$ cat config.mk
export PLATFORM = sky130hd
export DESIGN_NAME = fpf_queue
export DESIGN_NICKNAME = d
export VERILOG_FILES = /design/src/sv/assert_macros.svh /design/src/sv/fpf_pkg.sv /design/src/sv/fpf_queue.sv
export SDC_FILE = /design/constraint.sdc
export NUM_CORES = 1
export LEC_CHECK = 0
export ABC_AREA = 0
export BUFFER_PORTS_ARGS = -buffer_cell sky130_fd_sc_hd__buf_2
export CAP_MARGIN = 20
export CORE_MARGIN = 5
export CORE_UTILIZATION = 34
export CTS_BUF_LIST = sky130_fd_sc_hd__clkbuf_8
export DETAILED_ROUTE_END_ITERATION = 6
export PLACE_DENSITY_LB_ADDON = 0.3
export SYNTH_ARGS = -nofsm -noshare
export SYNTH_HDL_FRONTEND = slang
export SYNTH_SLANG_ARGS = --single-unit
$ cat constraint.sdc
create_clock -name clk -period 9.2 [get_ports clk]
set_input_delay 1.84 -clock clk [delete_from_list [all_inputs] [get_ports clk]]
set_output_delay 1.84 -clock clk [all_outputs]
set_load 0.005 [all_outputs]
$ cat src/sv/assert_macros.svh
// Assertion macros for the filter RTL.
// Depends on nothing; users must have clk and arst_n in scope.
`ifndef ASSERT_MACROS_SVH
`define ASSERT_MACROS_SVH

// checked only out of reset
`define FPF_ASSERT(lbl, prop, msg) \
	lbl: assert property (@(posedge clk) disable iff (!arst_n) prop) else $error(msg);

// checked on every edge, reset included
`define FPF_ASSERT_RST(lbl, prop, msg) \
	lbl: assert property (@(posedge clk) prop) else $error(msg);

`endif

$ cat src/sv/fpf_pkg.sv
// Types and codes for the five-tuple policy filter.
// No dependencies.
package fpf_pkg;

	typedef struct packed {
		logic [31:0] saddr;
		logic [31:0] daddr;
		logic [15:0] sport;
		logic [15:0] dport;
		logic [7:0]  proto;
	} key_t;

	localparam logic [1:0] CMD_CLASSIFY = 2'd0;
	localparam logic [1:0] CMD_WRITE    = 2'd1;
	localparam logic [1:0] CMD_DELETE   = 2'd2;

	localparam logic [1:0] ST_OK        = 2'd0;
	localparam logic [1:0] ST_FULL      = 2'd1;
	localparam logic [1:0] ST_NOT_FOUND = 2'd2;

	typedef enum logic [1:0] {OP_NONE, OP_LOOKUP, OP_WRITE, OP_DELETE} op_t;

	typedef struct packed {
		op_t         op;
		key_t        key;
		logic        deny;
		logic [31:0] ident;
	} item_t;

	typedef struct packed {
		logic        valid;
		key_t        key;
		logic        deny;
		logic [31:0] ident;
		logic [31:0] hits;
	} entry_t;

endpackage

$ cat src/sv/fpf_queue.sv
// Two-entry queue of decoded operations between front and back.
// Depends on fpf_pkg.
module fpf_queue import fpf_pkg::*; (
	input  logic       clk,
	input  logic       arst_n,
	input  logic       in_valid,
	output logic       in_ready,
	input  item_t      in_item,
	output logic       out_valid,
	input  logic       out_ready,
	output item_t      out_item,
	output logic [1:0] level
);

	item_t      slot_q [2];
	logic       wr_ptr_q;
	logic       rd_ptr_q;
	logic [1:0] count_q;
	logic       push;
	logic       pop;

	assign in_ready  = count_q != 2'd2;
	assign out_valid = count_q != 2'd0;
	assign out_item  = slot_q[rd_ptr_q];
	assign level     = count_q;
	assign push      = in_valid && in_ready;
	assign pop       = out_valid && out_ready;

	always_ff @(posedge clk or negedge arst_n) begin
		if (!arst_n) begin
			wr_ptr_q <= 1'b0;
			rd_ptr_q <= 1'b0;
			count_q  <= 2'd0;
		end else begin
			if (push) wr_ptr_q <= !wr_ptr_q;
			if (pop) rd_ptr_q <= !rd_ptr_q;
			count_q <= count_q + {1'b0, push} - {1'b0, pop};
		end
	end

	always_ff @(posedge clk) begin
		if (push) slot_q[wr_ptr_q] <= in_item;
	end

endmodule

* Word level (Yosys, flattened, before mapping)
Memory sizes are Yosys's and may differ from the RTL's.
Index checks and enable logic that the tools add are counted.
** Storage, ports and cells
- Word-level logic and storage cells :: 14
- Input port bits :: 143
- Bits in registers :: 4
- Bits in writable memories :: 278
- Output and inout port bits :: 143
- Memories :: 1
** Memory list
- slot_q :: words 2, width 139, rd ports 1, clocked after memory_dff 0, write ports 1, RTL line fpf_queue.sv:15 : item_t slot_q [2];
** Cells by class
- Multiplexer cells :: 2
- Reduce and logical (&&, ||, !) cells :: 5
- Eq/ne operators :: 1
- $add $sub $neg :: 2
** Operator list (count)
- 2-bit by 1-bit adder with 2-bit output :: 1
- 1-bit logical AND :: 2
- 1-bit logical NOT :: 2
- 1-bit two-way mux :: 2
- 2-bit != test, second input constant :: 1
- 2-bit nonzero test :: 1
- 2-bit by 1-bit subtractor with 2-bit output :: 1

* Logic depth before layout (Yosys ltp)
- Depth after elaboration :: 4
- Mapped depth :: 5
- Depth with buffers taken out :: 5

* Worst setup path before layout
OpenSTA, ideal clock, no wires.
- Path kind :: input port to flip-flop
- Start :: input port in_valid
- End :: memory slot_q[0][0] (netlist name) (enable)
- Required time :: 8.561 ns
- Library setup time :: 0.639 ns
- Arrival time :: 7.687 ns
- Buffers on the path :: 0
- Slack :: 0.875 ns
- Cell stages on the path :: 2
- Cells stage by stage :: nand2_1 > nor2_1
** Between the ends
- Word-level cells in the longest chain between the ends :: 3
** RTL lines
- from (decl) :: RTL line fpf_queue.sv:6 : input logic in_valid,
- 1-bit logical AND :: RTL line fpf_queue.sv:26 : assign push = in_valid && in_ready;
- 1-bit two-way mux :: RTL line fpf_queue.sv:42 : if (push) slot_q[wr_ptr_q] <= in_item;
- 1-bit two-way mux (implied by the code) :: RTL line fpf_queue.sv:42
- to (decl) :: RTL line fpf_queue.sv:15
Every way passes these cells.

==> metrics.txt <==
status=finished clean; Post-Route WL=21,600 um; CTS tree=done; post-CTS setup buffer count=0; Post-Synth Adder-Cell Area=0.117%; register area=0.00845 mm2; most frequent cells in the layout=buf_2, edfxtp_1, mux2_4, clkbuf_8, mux2_2; Avg Inst Size Synth=around 23 um2; most common cell after layout, fill and taps aside=buf_2; final hold violations=0; Synth Area in Simple Gates=less than 1%; startpoint types=flip-flop; Hold Path Stages=1; die area=0.0350 mm2; period utilization=52.4%; Critical Path RT=7.36 ns; TritonCTS Sinks=282; share of layout cells above drive strength 1=60.5%; Yosys top cell by area=edfxtp_1; Worst Hold End=wr_ptr_q; hold_sp=wr_ptr_q; Ys Warns=0; number of synthesized register bits=about 280; total gr overflow=0; max-slew violation count=0; pwr dens=about 310 mW/mm2; Crit. End Element=output port; Clock Skews=a little under 0.02 ns; via count of the first global-routing pass=about 5,700; Clock Pin Slew Worst Setup and Hold Paths=approximately 0.06 ns; Area Growth Syn to Fin=25.6%; RSZ-0062 raised after global routing=no; CTS Buf Count=47; top cells by area, synth=edfxtp_1, mux2_4, mux2_2; initial antenna violation count=6; worst hold path class=reg -> reg; slowest CP cell=dfrtp_4; Routed Antenna Nets=0; clock root buffer=clkbuf_8; register area share after synthesis=79.2%; die height=187 um; synthesized net count=599; Reg2Reg Depth=4; Max transition margin=34.4%; wire per inst=17.8 um; Final setup violation count=0; post-layout util=a little over two fifths; Detailed Routing Iterations Pass 1=4; Clk Latency, worst-skew pair=0.53 ns; DP HPWL=14,400 um; Cell Area, Synth=0.0107 mm2; xor-xnor portion of the synthesized cell area=0.246%; routability cong.=0.737; Post-Route Setup TNS=0 ns; hold_buf cts=0; Resized cells post-CTS=0; Iter 0 DRT Violations=approximately 210; Compound-Gate Fraction of Synth Area=0.223%; Post-route DRC=0; reg-to-reg critical path endpoint=slot_q[0][96]; Total GRT Usage=11.9%; main combinational cell family by area after synthesis=multiplexers; Final Critical Period=4.82 ns; initial core utilization=34.7%; Fmax=208 MHz; maximum capacitance violations=0; arrival time at the worst endpoint=between 2 and 3 ns; worst r2r src=level[0]; CTS Buffer Depth=3; Netlist cell types=20; H-tree depth=2; Crit Path Class=reg -> out; mux contribution to synthesized area=18.2%; Die W=187 um; post-layout net count=923; top cell family by delay on the critical path=flip-flops; LEAKAGE=0.00533 uW; Mapped Cells=~460; Port Buffer Count=approximately 290; via-per-instance ratio=approximately 4.4; FP Rows=64; crit path max fanout=57; Slew @ Worst Pin=0.984 ns; DR vias=5,300; CP Buf/Inv Count=2; flop2flop setup slack=slightly below 7 ns; Core Region=0.0307 mm2; first-pass GRT wire length=32,700 um; CP Cell Sequence=buf_4, mux2_2, buf_2; Fill cells=2,758; largest net degree at the start of global routing=66; Final Power=around 4100 uW; final setup margin=4.38 ns; max incr delay on CP=slightly below 1 ns; Worst VDD drop=0.000209 V; Yosys top cell area share=78.2%; number of placed I/O pins=286; pre-CTS setup slack=slightly below 5 ns; multi-input logic area=between 0.002 and 0.0025 mm2
==> registers in the layout (all words and copies together) (netlist names) <==
register	flops
rd_ptr_q	1
wr_ptr_q	1
level	2
slot_q	278
==> per-layer routing <==
metal	global-route usage [%]	vias up	part of all wire (%)
li1	-	2479	-
met1	13.6	2544	38
met2	19.6	220	48
met3	5.71	51	10
met4	4.10	6	2.7
met5	0	-	0.22
==> cell families after synthesis <==
| family | count (synthesis) |
|---|---|
| adder cells (fa/ha/maj) | 1 |
| AND/OR/NAND/NOR | 11 |
| flip-flops | 282 |
| XOR/XNOR | 3 |
| buffers and inverters | 16 |
| AO/OA/AOI/OAI | 3 |
| multiplexers | 139 |
==> worst max-delay path by stage <==
stage,cells after the start,end,start
after CTS,3,out_item[7],rd_ptr_q
after floorplan,2,slot_q[0][0],in_valid
final,3,out_item[0],rd_ptr_q
after detailed placement,3,out_item[7],rd_ptr_q
after global routing,3,out_item[0],rd_ptr_q
after global placement,3,out_item[7],rd_ptr_q
==> synth_stat cells <==
cell type / instances
edfxtp_1: 278
mux2_4: 100
mux2_2: 39
buf_6: 11
buf_2: 4
dfrtp_1: 4
nor2_1: 3
xnor2_1: 3
nand2_1: 2
a311oi_1: 1
and3_1: 1
buf_8: 1
ha_1: 1
nand2b_1: 1
nand3_1: 1
nor2b_1: 1
nor4bb_1: 1
o21ai_0: 1
o21ba_2: 1
or2_2: 1
==> area by class of cell <==
| cell class | count | area share, % |
|---|---|---|
| sequential | 282 | 63.1 |
| clock buffer | 54 | 5.55 |
| antenna | 3 | 0.0560 |
| timing repair buffer | 291 | 11.0 |
| clock inverter | 32 | 1.16 |
| multi-input combinational | 157 | 15.5 |
| tap | 396 | 3.70 |
==> metrics by stage <==
step	cell area [um2]	cells	hold slack, ns
after floorplan	10700	455	0.460
after global placement	12500	1126	0.536
after detailed placement	12500	1126	0.548
after CTS	13400	1212	0.569
after global routing	13400	1213	0.590
final	13400	1215	0.572
==> power by group <==
part           internal, uW  switching (uW)  total [uW]
Combinational           648             543        1190
Clock                   562             460        1020
Sequential             1760             126        1890
Power figures use the tool's default switching activity.
