--- config.mk ---
export PLATFORM = sky130hd
export DESIGN_NAME = fpf_front
export DESIGN_NICKNAME = d
export VERILOG_FILES = /design/src/sv/assert_macros.svh /design/src/sv/fpf_pkg.sv /design/src/sv/fpf_front.sv
export SDC_FILE = /design/constraint.sdc
export NUM_CORES = 1
export LEC_CHECK = 0
export BUFFER_PORTS_ARGS = -buffer_cell sky130_fd_sc_hd__buf_2
export CORE_MARGIN = 4
export CORE_UTILIZATION = 41
export DETAILED_ROUTE_END_ITERATION = 6
export PLACE_DENSITY_LB_ADDON = 0.08
export SLEW_MARGIN = 10
export SYNTH_ARGS = -nofsm -noshare
export SYNTH_HDL_FRONTEND = slang
export SYNTH_SLANG_ARGS = --single-unit
--- constraint.sdc ---
create_clock -name clk -period 2.4 [get_ports clk]
set_input_delay 0.48 -clock clk [delete_from_list [all_inputs] [get_ports clk]]
set_output_delay 0.48 -clock clk [all_outputs]
set_load 0.005 [all_outputs]
--- src/sv/assert_macros.svh ---
// Assertion macros for the filter RTL.
// Depends on nothing; users must have clk and arst_n in scope.
`ifndef ASSERT_MACROS_SVH
`define ASSERT_MACROS_SVH

// checked only out of reset
`define FPF_ASSERT(lbl, prop, msg) \
	lbl: assert property (@(posedge clk) disable iff (!arst_n) prop) else $error(msg);

// checked on every edge, reset included
`define FPF_ASSERT_RST(lbl, prop, msg) \
	lbl: assert property (@(posedge clk) prop) else $error(msg);

`endif

--- src/sv/fpf_pkg.sv ---
// Types and codes for the five-tuple policy filter.
// No dependencies.
package fpf_pkg;

	typedef struct packed {
		logic [31:0] saddr;
		logic [31:0] daddr;
		logic [15:0] sport;
		logic [15:0] dport;
		logic [7:0]  proto;
	} key_t;

	localparam logic [1:0] CMD_CLASSIFY = 2'd0;
	localparam logic [1:0] CMD_WRITE    = 2'd1;
	localparam logic [1:0] CMD_DELETE   = 2'd2;

	localparam logic [1:0] ST_OK        = 2'd0;
	localparam logic [1:0] ST_FULL      = 2'd1;
	localparam logic [1:0] ST_NOT_FOUND = 2'd2;

	typedef enum logic [1:0] {OP_NONE, OP_LOOKUP, OP_WRITE, OP_DELETE} op_t;

	typedef struct packed {
		op_t         op;
		key_t        key;
		logic        deny;
		logic [31:0] ident;
	} item_t;

	typedef struct packed {
		logic        valid;
		key_t        key;
		logic        deny;
		logic [31:0] ident;
		logic [31:0] hits;
	} entry_t;

endpackage

--- src/sv/fpf_front.sv ---
// Input stage: takes request beats and decodes them into table operations.
// Depends on fpf_pkg.
module fpf_front import fpf_pkg::*; (
	input  logic        clk,
	input  logic        arst_n,
	input  logic        req_valid,
	output logic        req_ready,
	input  logic [1:0]  command,
	input  logic        parse_ok,
	input  logic [31:0] source_address,
	input  logic [31:0] dest_address,
	input  logic [15:0] source_port,
	input  logic [15:0] dest_port,
	input  logic [7:0]  protocol_number,
	input  logic        rule_action,
	input  logic [31:0] rule_ident,
	output logic        item_valid_s1,
	input  logic        item_ready,
	output item_t       item_s1
);

	op_t op;

	always_comb begin
		unique case (command)
			CMD_CLASSIFY: op = parse_ok ? OP_LOOKUP : OP_NONE;
			CMD_WRITE:    op = OP_WRITE;
			CMD_DELETE:   op = OP_DELETE;
			default:      op = OP_NONE;
		endcase
	end

	assign req_ready = !item_valid_s1 || item_ready;

	always_ff @(posedge clk or negedge arst_n) begin
		if (!arst_n) begin
			item_valid_s1 <= 1'b0;
		end else if (req_ready) begin
			item_valid_s1 <= req_valid;
		end
	end

	always_ff @(posedge clk) begin
		if (req_valid && req_ready) begin
			item_s1.op    <= op;
			item_s1.key   <= '{saddr: source_address, daddr: dest_address,
				sport: source_port, dport: dest_port, proto: protocol_number};
			item_s1.deny  <= rule_action;
			item_s1.ident <= rule_ident;
		end
	end

endmodule

== After elaboration in Yosys (flattened, before gate mapping) ==
Cells that the tools add are included.

* Register bits: 140
* Latch bits: 0
* RAM bits: 0
* ROM bits: 0
* Input bits: 144
* Output and inout bits: 141
* Memories: 0

* $add $sub $neg: 0
* Multipliers: 0
* Div/mod/pow operators: 0
* $lt $le $gt $ge: 0
* Eq/ne operators: 2
* Shift operators: 0
* Muxes and demuxes: 2
* Bitwise operators: 0
* Reductions and logical operators: 4

{| class="wikitable"
|+ Operators with widths
! operator !! count
|-
| $pmux 2 s3 || 1
|-
| $eq 2x1->1 const B || 1
|-
| $eq 2x2->1 const B || 1
|-
| $logic_not 2->1 || 1
|-
| $logic_and 1x1->1 || 1
|-
| $logic_not 1->1 || 1
|-
| $logic_or 1x1->1 || 1
|-
| $mux 1 || 1
|}

== Logic depth before layout (Yosys ltp) ==
* Depth in word-level cells: 3
* Mapped depth: 4
* Gate-level depth less buffers: 4

== Worst setup path after synthesis ==
OpenSTA, ideal clock, no wires.

* Path type: input-to-reg
* Start point: in item_ready
* End point: reg item_s1[0] (netlist name), enable pin
* Setup time: 402 ps
* Data arrival time: 1631 ps
* Required time: 1998 ps
* Path slack: 367 ps
* Stages: 2
* Path buffers: 0
* Cell sequence: nand2b_4 -> and2_4

* Word-level cells in the longest chain between the ends: 2

{| class="wikitable"
|+ RTL lines
! what !! RTL line !! text
|-
| start: declaration || fpf_front.sv:18 || <nowiki>input logic item_ready,</nowiki>
|-
| $logic_or 1x1->1 || fpf_front.sv:33 || <nowiki>assign req_ready = !item_valid_s1 || item_ready;</nowiki>
|-
| $logic_and 1x1->1 || fpf_front.sv:44 || <nowiki>if (req_valid && req_ready) begin</nowiki>
|-
| end: declaration || fpf_front.sv:19 || <nowiki>output item_t item_s1</nowiki>
|}

No other way between the ends.
A chain may end at the register's enable or synchronous reset.

== Final worst setup path ==
* Start point: reg item_valid_s1
* End point: out req_ready

* Word-level cells in the longest chain between the ends: 2

{| class="wikitable"
|+ RTL lines
! what !! RTL line !! text
|-
| start: declaration || fpf_front.sv:17 || <nowiki>output logic item_valid_s1,</nowiki>
|-
| start signal: assignment || fpf_front.sv:39 || <nowiki>item_valid_s1 <= req_valid;</nowiki>
|-
| $logic_not 1->1 || fpf_front.sv:33 ||
|-
| $logic_or 1x1->1 || fpf_front.sv:33 ||
|-
| end: declaration || fpf_front.sv:7 || <nowiki>output logic req_ready,</nowiki>
|}

No other way between the ends.

==> results <==
- The worst hold path depth is 1.
- The net total in the final layout is 599.
- The maximum number of pins on one net before global-route repair is 71.
- The minimum clock period is 1590 ps.
- In this run, distinct cell masters in the synthesized netlist total 9.
- The worst-case hold path end point is item_s1[132]$_DFFE_PP_.
- The number of vias in the routed layout is 2577.
- The synthesized net count is 293.
- After layout, the worst setup slack is 812 ps.
- Cells with a size suffix above 1 make up 67.7% of the layout.
- The biggest cell delay along the critical path is 410 ps.
- In this run the horizontal extent of the chip is 110 µm.
- The leakage power figure is 2.81 nW.
- After technology mapping, the gate count stands at 148.
- The switching power of the nets is 1.12 mW.
- The critical path start-end classification is reg -> out.
- Combinational cells account for 5.8% of the total power.
- Summed over all nets, the half-perimeter wirelength after detailed placement is 8080 µm.
- The slowest stage of the critical path is the dfrtp_1 cell.
- Setup violations remaining at the end of the flow were counted as 0.
- The first global-routing pass estimated 14200 µm of wire.
- The via count of the first global-routing pass is 2605.
- Dividing the final minimum period by the clock period gives 66.2%.
- The depth of the worst register-to-register path is 3.
- The path type of the worst min-delay path is in -> reg.
- Across every metal layer, demand over resource in global routing totals 17.1%.
- After global routing, the most crowded layer is met2.
- The initial antenna violation count is 0.
- The async set or reset register ratio after synthesis is 0.714%.
- The most frequent cell after synthesis is edfxtp_1.
- The TritonCTS clock tree is built.
- Per report_power, the sequential group accounts for 48.6% of the total.
- The category of the worst setup path launch point is a flip-flop.
- Once detail routing completed, the nets flagged for antenna violations numbered 0.
- The worst-case hold slack is 139 ps.
- In this run, CTS created clock tree buffers numbering 17.
- The maximum ir drop on the vdd rail is 523 µV.
- CTS built an H-tree with a depth of 4.
- The worst clock skew is 4.75 ps.
- The flip-flop and latch count after synthesis is 140.
- The switching power as a share of total power is 18.9%.
- The highest achievable clock rate is 630 MHz.
- For this run, the leading register cell type out of synthesis is edfxtp_1.
- The gate family responsible for the most delay along the worst path is flip-flops.
- In this run the critical register-to-register path is launched from item_valid_s1$_DFFE_PN0P_.
- The mapped netlist covers 4260 µm².
- The number of buffers and inverters on the critical path is 1.
- The number of I/O pins is 285.
- The Yosys warning count is 0.
- STA classifies the critical path endpoint as an output pin.
- The measured slew at the worst slew-check pin is 376 ps.
- No sink is reached through more buffers than the 2 on the longest clock path.
- The area fraction in and, or, nand and nor cells after synthesis is 0.852%.
- Walking the worst path, the cells encountered are nand2b_4 > buf_2.
- The multiplexer fraction of the synthesized cell area is 0%.
- Setup repair after global routing left no endpoint under its margin.
- The worst endpoint required time is 1920 ps.
- By area the synthesized netlist is led by edfxtp_1, dfrtp_1, nand2b_4.
- 0 antenna diodes ended up in the layout.
- The adder and majority cell fraction of the synthesized area is 0.294%.
- The number of rows in the core area is 36.
- The post-synthesis xor/xnor area fraction is 0%.
- The final setup TNS is 0 ps.
- The post-placement setup slack is 851 ps.
- The placer congestion estimate is 0.717.
- The endpoint identified for the worst register-to-register timing path is item_s1[75]$_DFFE_PP_.
- Counting instances in the post-synthesis netlist gives the leading cell types as edfxtp_1, inv_1.
- Dividing total power by cell area gives a power density of 910 nW/µm².
- The data arrival time of the worst path is 1110 ps.
- Counting the fill cells in the layout gives 748.
- Compared with the post-synthesis result, the final layout area differs by 53.0%.
- Along the worst path, the maximum fanout reaches 3.
- Global routing consumed, on the met2 layer, 29.5% of the routing resources.
- The startpoint of the worst hold path is source_address[27].
- The vertical die dimension is 110 µm.
- The region available for standard cell placement spans 9950 µm².
- The count of final hold-check violations is 0.
- The worst-case register-to-register setup slack is 1040 ps.
- The met3 global-route usage is 10.4%.
- The floorplan step defined a die boundary enclosing 12100 µm².
- The final-report max-slew violation count is 0.
- The clock-pin slew reported for the worst setup and hold paths after clock tree synthesis is 60 ps.
- The worst slew slack as a fraction of its limit is 74.9%.
- The internal power of the cells totals 4.81 mW.
- Summed over all instances, the cell type with the most area after synthesis is edfxtp_1.
- The main combinational cell family by area after synthesis is simple AND/OR/NAND/NOR gates.
- The total iterations of the first detailed-routing run is 4.
- Once the clock tree was built, the setup fixing pass inserted 0 buffers.
- The clock drives 140 sinks.
- Max-cap violations in this run came to 0.
- The global routing usage on met1 is 16.1%.
- The clock latency at the later pin of the worst-skew pair is 510 ps.
- The compound-cell area share of the yosys netlist is 0.117%.
- The initial core utilization is 42.8%.
- The area share of the leading cell type in the synthesized netlist is 98.0%.
- The number of design-rule violations left by the first detailed-router iteration is 104.
- The root buffer selected by CTS is clkbuf_8.
- The share of total power in the clock network is 45.6%.
- The total of buffers placed on input and output ports is 284.
- After synthesis, flip-flops and latches occupy 98.6% of the total area.
- After detailed routing, the number of remaining DRC violations is 0.
- Summed over all layers, the routed wires come to 10500 µm.
- The total of cells resized after clock tree synthesis is 0.
- The number of enable-type register cells in the synthesized netlist is 139.
- Each instance of the synthesized netlist takes up on average 28.8 µm².
- The flow ran to the end, and the final reports show no timing, DRC or antenna violations.
- The total overflow left after global routing is 0.
- The average routed wire per standard cell is 17.5 µm.
- Using the TritonRoute via totals, the vias-per-cell ratio works out to 4.30.
routing by layer:
metal  share of wire, %  wire length, µm
met5                  0                0
met3                 14             1510
met1                 32             3320
met4                1.1              111
met2                 53             5580
placed cells by master, fill, tap and decap left out, types with 2 or more instances in the layout:
| cell | n |
|---|---|
| buf_12 | 2 |
| buf_2 | 284 |
| bufinv_16 | 5 |
| clkbuf_1 | 2 |
| clkbuf_16 | 16 |
| clkinv_1 | 2 |
| clkinv_2 | 3 |
| clkinv_4 | 2 |
| edfxtp_1 | 139 |
| inv_1 | 2 |
final cells by class:
| type | count | area, µm² | area share (%) |
|---|---|---|---|
| timing repair buffer | 287 | 1470 | 22.6 |
| clock buffer | 19 | 422 | 6.47 |
| multi-input combinational | 6 | 53.8 | 0.825 |
| sequential | 140 | 4200 | 64.4 |
| clock inverter | 13 | 198 | 3.03 |
| inverter | 2 | 7.51 | 0.115 |
| tap | 133 | 166 | 2.55 |
power groups by stage:
stage	Clock, mW	Combinational, mW	Sequential (mW)
4_1_cts	2.76	0.351	2.89
5_1_grt	2.90	0.378	2.89
3_3_place_gp	0	0.345	2.93
6_report	2.71	0.341	2.88
2_1_floorplan	0	0.0498	2.96
3_5_place_dp	0	0.349	2.93
cell families (layout without fill, tap and decap cells):
family | Yosys count | in the layout
flip-flops | 140 | 140
buffers and inverters | 2 | 321
adder cells (fa/ha/maj) | 1 | 1
AND/OR/NAND/NOR | 4 | 4
AO/OA/AOI/OAI | 1 | 1
sequential cells by signal, indices dropped and copies added, names as in the netlist:
| signal | count |
|---|---|
| item_valid_s1 | 1 |
| item_s1 | 139 |
how the worst max path moves through the flow:
stage | from | endpoint | slack [ps] | cells after the start
2_1_floorplan | item_ready | item_s1[0]$_DFFE_PP_ | 370 | 2
3_3_place_gp | item_ready | item_s1[78]$_DFFE_PP_ | 860 | 4
3_5_place_dp | item_ready | item_s1[25]$_DFFE_PP_ | 850 | 4
4_1_cts | item_valid_s1$_DFFE_PN0P_ | req_ready | 770 | 2
5_1_grt | item_valid_s1$_DFFE_PN0P_ | req_ready | 760 | 2
6_report | item_valid_s1$_DFFE_PN0P_ | req_ready | 810 | 2
what timing repair did:
action | 4_1_cts | 5_1_grt
hold buffers | 1 | 0
endpoints found under the hold margin | 1 | 0
setup endpoints to repair | 0 | 0
per-stage QoR:
stage	area (µm²)	utilization, %	power (mW)	std cells
4_1_cts	6520	65.5	5.99	600
6_report	6520	65.5	5.93	600
2_1_floorplan	4260	-	3.01	148
5_1_grt	6520	65.5	6.17	600
3_3_place_gp	5890	59.2	3.28	567
3_5_place_dp	5890	59.2	3.28	567
(Power assumes the default switching activity.)
